--- src/rtl/core/bbsut_pkg.sv ---
// Shared types and constants for the buffered bit-serial UART transmitter.
// Used by bbsut_frame and buffered_bit_serial_uart_tx.
package bbsut_pkg;

    localparam int DEFAULT_BUFFER_DEPTH = 10;

    localparam int OP_W  = 2;
    localparam int POS_W = 4;

    localparam logic [OP_W-1:0] OP_LOAD  = 2'd0;
    localparam logic [OP_W-1:0] OP_START = 2'd1;
    localparam logic [OP_W-1:0] OP_TICK  = 2'd2;

    localparam logic [POS_W-1:0] POS_START = 4'd0;
    localparam logic [POS_W-1:0] POS_DATA_LAST = 4'd8;
    localparam logic [POS_W-1:0] POS_STOP  = 4'd9;

    typedef struct packed {
        logic [OP_W-1:0] op;
        logic [7:0]      data_byte;
        logic            last_of_batch;
    } t_in_item;

    typedef struct packed {
        logic tx_level;
        logic busy_res;
        logic frame_done;
        logic batch_rejected;
    } t_out_item;

    // Controls from the sequencer to the frame shifter.
    typedef struct packed {
        logic       tick;
        logic       clear_pos;
        logic       fill;
        logic       fix;
        logic [7:0] fix_byte;
    } t_frame_ctl;

    // Frame position status back to the sequencer.
    typedef struct packed {
        logic at_start;
        logic in_data;
        logic at_stop;
        logic beyond;
    } t_frame_sts;

endpackage

--- src/rtl/core/bbsut_store.sv ---
// Character store: one write port and one registered read port.
// Depends on nothing outside this file.
module bbsut_store #(
    parameter int DEPTH  = 10,
    parameter int ADDR_W = 4
) (
    input  logic              i_clk,
    input  logic              i_we,
    input  logic [ADDR_W-1:0] i_wr_addr,
    input  logic [7:0]        i_wr_data,
    input  logic [ADDR_W-1:0] i_rd_addr,
    output logic [7:0]        o_rd_data
);

    logic [7:0] r_mem [DEPTH];
    logic [7:0] r_rd_data;

    always_ff @(posedge i_clk) begin
        if (i_we) begin
            r_mem[i_wr_addr] <= i_wr_data;
        end
        r_rd_data <= r_mem[i_rd_addr];
    end

    assign o_rd_data = r_rd_data;

endmodule

--- src/rtl/core/bbsut_frame.sv ---
// Frame shifter: bit position counter, data shift register and line level.
// Depends on bbsut_pkg.
module bbsut_frame (
    input  logic                i_clk,
    input  logic                i_rst_n,
    input  bbsut_pkg::t_frame_ctl i_ctl,
    input  logic [7:0]          i_fill_byte,
    output bbsut_pkg::t_frame_sts o_sts,
    output logic                o_line
);

    import bbsut_pkg::*;

    logic [POS_W-1:0] r_pos, n_pos;
    logic [7:0]       r_shift, n_shift;
    logic             r_line, n_line;
    logic [2:0]       w_fix_sh;

    assign o_sts.at_start = (r_pos == POS_START);
    assign o_sts.in_data  = (r_pos != POS_START) && (r_pos <= POS_DATA_LAST);
    assign o_sts.at_stop  = (r_pos == POS_STOP);
    assign o_sts.beyond   = (r_pos > POS_STOP);

    assign w_fix_sh = 3'(r_pos - 4'd1);

    always_comb begin
        n_pos   = r_pos;
        n_shift = r_shift;
        n_line  = r_line;
        if (i_ctl.fill) begin
            n_shift = i_fill_byte;
        end
        // A byte rewritten mid-frame replaces the bits not yet sent.
        if (i_ctl.fix) begin
            n_shift = i_ctl.fix_byte >> w_fix_sh;
        end
        if (i_ctl.clear_pos) begin
            n_pos = POS_START;
        end else if (i_ctl.tick) begin
            if (o_sts.at_start) begin
                n_line = 1'b0;
                n_pos  = r_pos + 4'd1;
            end else if (o_sts.in_data) begin
                n_line  = r_shift[0];
                n_shift = {1'b0, r_shift[7:1]};
                n_pos   = r_pos + 4'd1;
            end else if (o_sts.at_stop) begin
                n_line = 1'b1;
                n_pos  = POS_START;
            end else begin
                n_pos = POS_START;
            end
        end
    end

    always_ff @(posedge i_clk) begin
        if (!i_rst_n) begin
            r_pos  <= POS_START;
            r_line <= 1'b1;
        end else begin
            r_pos  <= n_pos;
            r_line <= n_line;
        end
        r_shift <= n_shift;
    end

    assign o_line = r_line;

endmodule

--- src/rtl/core/buffered_bit_serial_uart_tx.sv ---
// Top level of the buffered bit-serial 8N1 UART transmitter.
// Depends on bbsut_pkg, bbsut_store and bbsut_frame.
//
// Usage: an item (op, data_byte, last_of_batch) is transferred at a rising
// edge where start is high and busy is low. Each item gives exactly one
// result, shown on o_item for one cycle with o_valid high, in the cycle
// after the transfer; the receiver must take it then.
// Load items append bytes to the character store and stop sending; the
// load marked last_of_batch commits the batch, or rejects it when it was
// longer than BUFFER_DEPTH. A start item enables sending. Each tick item
// drives one line bit: start bit, eight data bits LSB first, stop bit,
// characters going out from the last loaded to the first.
// Throughput: one item per cycle, except that the tick driving a start bit
// holds busy high while the character is read from the store into the
// shift register.
// Reset (synchronous, active low) idles the line high, clears the count,
// the load pointer and the bit position. The store is not cleared.
module buffered_bit_serial_uart_tx #(
    parameter int BUFFER_DEPTH = bbsut_pkg::DEFAULT_BUFFER_DEPTH
) (
    input  logic                 i_clk,
    input  logic                 i_rst_n,
    input  logic                 start,
    input  bbsut_pkg::t_in_item  i_item,
    output logic                 busy,
    output logic                 o_valid,
    output bbsut_pkg::t_out_item o_item
);

    import bbsut_pkg::*;

    localparam int CNT_W  = $clog2(BUFFER_DEPTH + 1);
    localparam int ADDR_W = (BUFFER_DEPTH > 1) ? $clog2(BUFFER_DEPTH) : 1;
    localparam logic [CNT_W-1:0] DEPTH_C = CNT_W'(BUFFER_DEPTH);

    typedef enum logic {
        S_IDLE,
        S_FETCH
    } t_state;

    t_state           r_state, n_state;
    logic [CNT_W-1:0] r_lp, n_lp;
    logic [CNT_W-1:0] r_chars, n_chars;
    logic             r_en, n_en;
    logic             r_ovf, n_ovf;
    logic             r_valid, n_valid;
    logic             r_done, n_done;
    logic             r_rej, n_rej;

    logic              w_accept;
    logic              w_we;
    logic [ADDR_W-1:0] w_wr_addr;
    logic [ADDR_W-1:0] w_rd_addr;
    logic [CNT_W-1:0]  w_idx;
    logic [7:0]        w_rd_data;
    logic              w_line;
    t_frame_ctl        w_ctl;
    t_frame_sts        w_sts;

    assign w_accept  = start && (r_state == S_IDLE);
    assign w_idx     = r_chars - CNT_W'(1);
    assign w_rd_addr = (r_chars != '0) ? w_idx[ADDR_W-1:0] : '0;
    assign w_wr_addr = r_lp[ADDR_W-1:0];
    assign w_we      = w_accept && (i_item.op == OP_LOAD) && (r_lp < DEPTH_C);

    always_comb begin
        n_state = r_state;
        n_lp    = r_lp;
        n_chars = r_chars;
        n_en    = r_en;
        n_ovf   = r_ovf;
        n_valid = w_accept;
        n_done  = 1'b0;
        n_rej   = 1'b0;
        w_ctl   = '0;
        w_ctl.fix_byte = i_item.data_byte;

        unique case (r_state)
            S_IDLE: begin
                if (w_accept) begin
                    case (i_item.op)
                        OP_LOAD: begin
                            n_en = 1'b0;
                            if (w_we) begin
                                n_lp = r_lp + CNT_W'(1);
                                // Keep the shift register in step when the
                                // character now in flight is overwritten.
                                w_ctl.fix = (r_chars != '0) && (w_idx == r_lp)
                                            && w_sts.in_data;
                            end else begin
                                n_ovf = 1'b1;
                            end
                            if (i_item.last_of_batch) begin
                                if (!w_we) begin
                                    n_chars = '0;
                                    n_rej   = 1'b1;
                                end else if (r_ovf) begin
                                    n_chars = '0;
                                    n_rej   = 1'b1;
                                end else begin
                                    n_chars = n_lp;
                                end
                                n_lp  = '0;
                                n_ovf = 1'b0;
                                w_ctl.clear_pos = 1'b1;
                            end
                        end
                        OP_START: begin
                            n_en = 1'b1;
                        end
                        OP_TICK: begin
                            if (r_en && (r_chars != '0)) begin
                                w_ctl.tick = 1'b1;
                                if (w_sts.at_start) begin
                                    n_state = S_FETCH;
                                end else if (w_sts.at_stop) begin
                                    n_done = 1'b1;
                                    n_chars = r_chars - CNT_W'(1);
                                    if (r_chars == CNT_W'(1)) begin
                                        n_en = 1'b0;
                                    end
                                end else if (w_sts.beyond) begin
                                    n_en    = 1'b0;
                                    n_chars = '0;
                                end
                            end
                        end
                        default: begin
                        end
                    endcase
                end
            end
            S_FETCH: begin
                w_ctl.fill = 1'b1;
                n_state    = S_IDLE;
            end
            default: begin
                n_state = S_IDLE;
            end
        endcase
    end

    always_ff @(posedge i_clk) begin
        if (!i_rst_n) begin
            r_state <= S_IDLE;
            r_lp    <= '0;
            r_chars <= '0;
            r_en    <= 1'b0;
            r_ovf   <= 1'b0;
            r_valid <= 1'b0;
            r_done  <= 1'b0;
            r_rej   <= 1'b0;
        end else begin
            r_state <= n_state;
            r_lp    <= n_lp;
            r_chars <= n_chars;
            r_en    <= n_en;
            r_ovf   <= n_ovf;
            r_valid <= n_valid;
            r_done  <= n_done;
            r_rej   <= n_rej;
        end
    end

    bbsut_store #(
        .DEPTH  (BUFFER_DEPTH),
        .ADDR_W (ADDR_W)
    ) u_store (
        .i_clk     (i_clk),
        .i_we      (w_we),
        .i_wr_addr (w_wr_addr),
        .i_wr_data (i_item.data_byte),
        .i_rd_addr (w_rd_addr),
        .o_rd_data (w_rd_data)
    );

    bbsut_frame u_frame (
        .i_clk       (i_clk),
        .i_rst_n     (i_rst_n),
        .i_ctl       (w_ctl),
        .i_fill_byte (w_rd_data),
        .o_sts       (w_sts),
        .o_line      (w_line)
    );

    assign busy    = (r_state == S_FETCH);
    assign o_valid = r_valid;

    assign o_item.tx_level       = w_line;
    assign o_item.busy_res       = r_en && (r_chars != '0);
    assign o_item.frame_done     = r_done;
    assign o_item.batch_rejected = r_rej;

endmodule
--- config.mk ---
export PLATFORM = sky130hd
export DESIGN_NAME = buffered_bit_serial_uart_tx
export DESIGN_NICKNAME = d
export VERILOG_FILES = /design/src/rtl/core/bbsut_pkg.sv /design/src/rtl/core/bbsut_store.sv /design/src/rtl/core/bbsut_frame.sv /design/src/rtl/core/buffered_bit_serial_uart_tx.sv
export SDC_FILE = /design/constraint.sdc
export NUM_CORES = 1
export LEC_CHECK = 0
export BUFFER_PORTS_ARGS = -buffer_cell sky130_fd_sc_hd__buf_2
export CORE_MARGIN = 4
export CORE_UTILIZATION = 45
export DETAILED_ROUTE_END_ITERATION = 10
export HOLD_SLACK_MARGIN = 0.1
export SLEW_MARGIN = 30
export SYNTH_ARGS = -nofsm -noshare
export SYNTH_HDL_FRONTEND = slang
export SYNTH_SLANG_ARGS = --single-unit
--- constraint.sdc ---
create_clock -name i_clk -period 3.85 [get_ports i_clk]
set_input_delay 0.385 -clock i_clk [delete_from_list [all_inputs] [get_ports i_clk]]
set_output_delay 0.385 -clock i_clk [all_outputs]
set_load 0.02 [all_outputs]
==> impl_metrics.yaml, run 1 <==
timing:
  slew_viol_final: 0
  period_share_pct: 75.50
  max_freq_mhz: 344.0
  slew_headroom_pct: 48.86
  skew_ns: 0.007682
  setup_viol: 0
  tightest_slew_ns: 0.7660
  fin_setup_tns_ns: 0
  hold_viol: 0
  setup_ws_ns: 0.9434
  period_minus_slack_ns: 2.907
  rsz0062_at_grt: "false"
  whs_ns: 0.2121
yosys:
  synth.area.top_cells: "edfxtp_1, dfxtp_1, o21ai_0, mux2i_1, nand2_1"
  netlist_area_um2: 5552
  synthArstFlopShare_pct: 0
  yosysMostFrequentCell: "edfxtp_1"
  syn-num-nets: 523
  syn_inst: 499
  synth_area_leader_cell: "edfxtp_1"
  ys_types: 59
  yosysWarnings: 0
  synth_compound_area_share_pct: 15.82
  ys.flop_type: "edfxtp_1"
  synth-simple-area-share_pct: 16.00
  synth_common_cells: "edfxtp_1, nand2_1, o21ai_0"
  synth_top_family_by_area: "simple AND/OR/NAND/NOR gates"
  synthAdderAreaFrac_pct: 2.434
  synth.avg_cell_area_um2: 11.13
  synth_xor_area_share_pct: 1.262
  synth_edf_count: 80
  muxShareOfSynthArea_pct: 5.274
  synth_top_area_share_pct: 43.27
  ys_ff_latch: 115
  synth_seq_area_share_pct: 55.89
floorplan:
  fp.dieH_um: 119.1
  start_util_pct: 46.03
  core_area_um2: 12060
  die-area_um2: 14180
  num_rows: 40
  dieWidth_um: 119.1
  io_pins: 20
cells_and_area:
  n_fill_cell: 1059
  area_delta_synth_final_pct: 14.18
  final_util_pct: 52.55
  multi_input_area_um2: 2267
  register_area_um2: 3104
  n_antenna_cell: 0
  final_area_um2: 6339
  layout.nets: 534
  drive_above_1_share_pct: 12.43
  final_cells: 691
setup_path:
  required_ns: 4.12
  worst-path-max-fanout: 27
  path_cells: "clkinv_1 > ha_1 > nor3b_2 > buf_4 > nor4_1 > nand3_1 > nor4b_1 > a311oi_1"
  critPathCaptureType: "register"
  reg2reg_setup_slack_ns: 0.94
  cp_slowest_cell: "dfxtp_2"
  crit_buf_inv: 2
  crit_arrival_ns: 3.18
  worst_path_dominant_cell_family: "simple AND/OR/NAND/NOR gates"
  crit_path_start_kind: "register"
  max_stage_delay_ns: 0.51
  crit_type: "register to register"
run_status:
  status: "complete, no violations"
global_route:
  grt_pass1_wl_um: 21950
  use_met1_pct: 28.65
  grt_use_met2_pct: 29.95
  gr-total-overflow: 0
  grt_max_degree: 44
  grt_util_met3_pct: 4.843
  track_usage_pct: 20.39
  grt_pass1_vias: 3907
  antenna_found_initial: 0
  grt-busiest-layer: "met2"
detailed_routing:
  drt_pass1_iterations: 7
  antenna_left: 0
  routed_wl_um: 13810
  drtIter0Drc: 456
  drc: 0
  via_per_inst: 5.825
  num_vias: 4025
  wire_per_inst_um: 19.98
placed_design:
  dp.cells: 659
  place_ws_ns: 0.9969
  dp_hpwl_um: 9185
  placed_cell_area_um2: 5764
  routabilityCongestion: 0.8065
  io_buffers: 19
clock_tree:
  cts_setup_buffers: 0
  clock_latency_ns: 0.41
  cts_buffer_depth: 2
  cts_buffers: 17
  post_cts_resized: 0
  clockRootBuffer: "clkbuf_16"
  hold_buffers: 0
  cts_tree: "built"
  cts.clk_slew.worst_paths_ns: 0.05
  h-tree-depth: 4
  clkSinkCount: 115
power:
  power_mw: 3.048
  internal-power_mw: 2.417
  p_sw_uw: 631.2
  p_seq_share_pct: 44.4
  clock_power_share_pct: 50.5
  p_per_area_nw_per_um2: 480.9
  p_leak_nw: 2.099
  pwr-share-comb_pct: 5.1
  ir_drop_v: 0.0003357
  netSwitchingFraction_pct: 20.71
min_path:
  min_path_type: "primary input to register"
job:
  maxCapViolations: 0
cell families (layout without fill, tap and decap cells):
kind of cell,count (synthesis),in the layout
muxes,25,25
buffers and inverters,44,68
DFF,115,115
AOI/OAI and AO/OA,128,128
and+or+nand+nor,168,168
xor gates and xnor gates,8,8
adders and majority gates,11,11
layout make-up:
type	instances	area share (%)
clock buffers	25	7.343
clock inverters	7	1.678
inverters	10	0.5922
multi-input cells	340	35.77
flip-flops and latches	115	48.97
well taps	168	3.316
repair buffers	26	2.329
worst reg2reg max path, delay by kind of cell, from the launching register on:
| kind | cells | cell delay, ns |
|---|---|---|
| adder cells (fa/ha/maj) | 1 | 0.30 |
| AND/OR/NAND/NOR | 4 | 1.32 |
| flip-flops | 1 | 0.51 |
| buffers and inverters | 2 | 0.54 |
| AO/OA/AOI/OAI | 1 | 0.09 |
cell usage in the layout, fill, tap and decap left out, drive strengths merged, types with 9 or more instances in the layout:
cell type,netlist,routed
edfxtp,80,80
nand2,45,45
o21ai,40,40
dfxtp,35,35
buf,6,26
clkbuf,28,25
nand3,23,23
nor2,22,22
mux2i,18,18
and3,17,17
a21oi,16,16
a211oi,14,14
nand2b,13,13
nor2b,12,12
o211ai,12,12
ha,10,10
inv,9,9
power groups by stage:
stage | Clock [mW] | Sequential [mW] | Combinational [mW]
final | 1.54 | 1.35 | 0.154
after global routing | 1.62 | 1.35 | 0.170
after CTS | 1.57 | 1.35 | 0.154
after detailed placement | 0 | 1.38 | 0.154
after global placement | 0 | 1.38 | 0.152
after floorplan | 0 | 1.37 | 0.0915
worst paths after layout:
check / startpoint / endpoint / cells past startpoint
worst min register to register: u_frame.r_pos[1]$_SDFFE_PP0P_ / u_frame.r_pos[1]$_SDFFE_PP0P_ / 2
worst max register to register: r_chars[0]$_SDFFE_PN0P_ / u_frame.r_shift[2]$_DFF_P_ / 8
worst min-delay path: i_rst_n / u_frame.o_line$_SDFFE_PN1P_ / 2
worst max-delay path: r_chars[0]$_SDFFE_PN0P_ / u_frame.r_shift[2]$_DFF_P_ / 8
state kept, by name, summed over array words and instances, names as in the netlist:
| register | count |
|---|---|
| busy | 1 |
| o_valid | 1 |
| r_chars | 4 |
| r_done | 1 |
| r_en | 1 |
| r_lp | 4 |
| r_ovf | 1 |
| r_rej | 1 |
| u_frame.o_line | 1 |
| u_frame.r_pos | 4 |
| u_frame.r_shift | 8 |
| u_store.o_rd_data | 8 |
| u_store.r_mem | 80 |
per-layer routing:
layer	vias up	share of wire (%)	wire length, um
met5	-	0	0
met1	1975	48	6575
met4	0	2.4	332
met3	27	4.7	651
met2	102	45	6245
li1	1921	-	-
Power figures use the tool's default switching activity.
==> run 2, diff against run 1 <==
- clock period: 3.85 -> 2.3 ns (I/O delays scaled with it)
==> run 2 against run 1 <==
Net effect: die area unchanged; combinational power increased by 82%; cell area increased by 3.8%; register-to-register slack got worse by 0.88 ns; critical endpoint is now u_frame.r_shift[5]$_DFF_P_.
==> impl_metrics.yaml, run 2 (same netlist as run 1, synthesis figures left out) <==
clock_tree:
  cts_buffers: 17
  cts.clk_slew.worst_paths_ns: 0.06
  cts_tree: "built"
  h-tree-depth: 4
  cts_buffer_depth: 2
  clkSinkCount: 115
  cts_setup_buffers: 0
  clockRootBuffer: "clkbuf_16"
  clock_latency_ns: 0.41
timing:
  max_freq_mhz: 448.0
  rsz0062_at_grt: "true"
  period_minus_slack_ns: 2.232
  setup_ws_ns: 0.06793
  slew_headroom_pct: 66.78
  tightest_slew_ns: 0.4965
  hold_viol: 0
  slew_viol_final: 0
  period_share_pct: 97.05
  skew_ns: 0.009946
  setup_viol: 0
  fin_setup_tns_ns: 0
cells_and_area:
  drive_above_1_share_pct: 19.57
  final_cell_mix: "edfxtp_1, nand2_1, o21ai_0, dfxtp_1, buf_4"
  top_register: "u_store.r_mem"
  area_delta_synth_final_pct: 18.50
  final_util_pct: 54.54
  largest_reg_flops: 80
  n_fill_cell: 1044
  final_cells: 720
  layout.nets: 563
  n_antenna_cell: 0
  final_area_um2: 6579
  final_common_cell: "edfxtp_1"
setup_path:
  critical_path_depth: 7
  path_cells: "clkinv_2 > ha_1 > xnor2_1 > nor4_1 > and3_1 > nand2_4 > a221o_1"
  required_ns: 2.59
  rr_worst_depth: 7
  crit_buf_inv: 1
  r2r_end: "u_frame.r_shift[5]$_DFF_P_"
  worst_path_dominant_cell_family: "simple AND/OR/NAND/NOR gates"
  max_stage_delay_ns: 0.42
  r2r-start: "r_chars[0]$_SDFFE_PN0P_"
  crit_arrival_ns: 2.53
  critPathCaptureType: "register"
  reg2reg_setup_slack_ns: 0.07
  worst-path-max-fanout: 7
  crit_path_start_kind: "register"
  crit_type: "register to register"
  cp_slowest_cell: "nor4_1"
global_route:
  gr-total-overflow: 0
  antenna_found_initial: 0
  track_usage_pct: 19.83
  grt_pass1_wl_um: 21680
  grt_max_degree: 28
  grt_pass1_vias: 3915
power:
  pwr-share-comb_pct: 5.6
  p_sw_mw: 1.155
  clock_power_share_pct: 49.1
  p_seq_share_pct: 45.3
  ir_drop_v: 0.0004568
  p_leak_nw: 2.263
  netSwitchingFraction_pct: 23.16
  internal-power_mw: 3.833
  p_per_area_nw_per_um2: 758.1
min_path:
  holdPathStages: 1
  min_path_type: "primary input to register"
  hold_end: "u_store.r_mem[2][0]$_DFFE_PP_"
  min_from: "i_item[1]"
detailed_routing:
  drc: 0
  wire_per_inst_um: 18.81
  drtIter0Drc: 389
  num_vias: 4079
  routed_wl_um: 13540
  via_per_inst: 5.665
  antenna_left: 0
  drt_pass1_iterations: 5
floorplan:
  die-area_um2: 14180
  start_util_pct: 46.03
  fp.dieH_um: 119.1
  num_rows: 40
  dieWidth_um: 119.1
  core_area_um2: 12060
  io_pins: 20
run_status:
  status: "complete, no violations"
placed_design:
  place_ws_ns: 0.07790
  dp_hpwl_um: 9376
  dp.cells: 685
  routabilityCongestion: 0.8502
  io_buffers: 19
  placed_cell_area_um2: 5976
job:
  maxCapViolations: 0
## run 2: cell types whose count changed in the layout (fill, tap and decap cells not counted), moves of 3 or more
| cell | previous run | this run |
|---|---|---|
| dlygate4sd3_1 | 0 | 3 |
| clkbuf_1 | 7 | 0 |
| buf_4 | 7 | 33 |
| clkinv_4 | 0 | 5 |
| inv_6 | 0 | 4 |
| clkinv_2 | 1 | 4 |
| and2_2 | 0 | 4 |
| and2_1 | 6 | 2 |
## run 2: worst max-delay path by stage
stage | start | endpoint | slack [ns]
after floorplan | u_frame.r_pos[0]$_SDFFE_PP0P_ | u_frame.r_shift[3]$_DFF_P_ | -0.01
after global placement | r_chars[0]$_SDFFE_PN0P_ | u_frame.r_shift[5]$_DFF_P_ | 0.13
after detailed placement | r_chars[0]$_SDFFE_PN0P_ | u_frame.r_shift[5]$_DFF_P_ | 0.08
after CTS | r_chars[0]$_SDFFE_PN0P_ | u_frame.r_shift[5]$_DFF_P_ | 0.08
after global routing | r_chars[0]$_SDFFE_PN0P_ | u_frame.r_shift[5]$_DFF_P_ | -0.004
final | r_chars[0]$_SDFFE_PN0P_ | u_frame.r_shift[5]$_DFF_P_ | 0.07
## run 2: layout make-up
type                    count  area (um2)  area share, %
flip-flops and latches    115        3104          47.19
inverters                  10       38.79         0.5896
clock buffers              17       425.4          6.466
clock inverters            15       131.4          1.997
repair buffers             55       372.9          5.668
well taps                 168       210.2          3.195
multi-input cells         340        2296          34.90
## run 2: per-stage QoR
stage	total power, mW	hold WS (ns)
after floorplan	2.450	0.2919
after global placement	2.571	0.4679
after detailed placement	2.574	0.4578
after CTS	5.031	0.1778
after global routing	5.167	0.1863
final	4.988	0.1944
## run 2: metal layers
metal / GRT usage, % / part of all wire [%]
met1: 27.71 / 47
met2: 30.41 / 48
met3: 4.226 / 4.0
met4: 7.314 / 1.8
met5: 0 / 0
## run 2: power groups by stage
stage                     clock [mW]  sequential (mW)  combinational, mW
after detailed placement           0             2.30              0.275
after floorplan                    0             2.30              0.155
after global placement             0             2.30              0.272
after CTS                       2.49             2.26              0.280
after global routing            2.60             2.26              0.309
final                           2.45             2.26              0.280
## run 2: repair_timing
action / CTS / global route
gates resized for setup: 0 / 7
hold buffers: 3 / 0
hold endpoints to repair: 3 / 0
endpoints found under the setup margin: 0 / 36
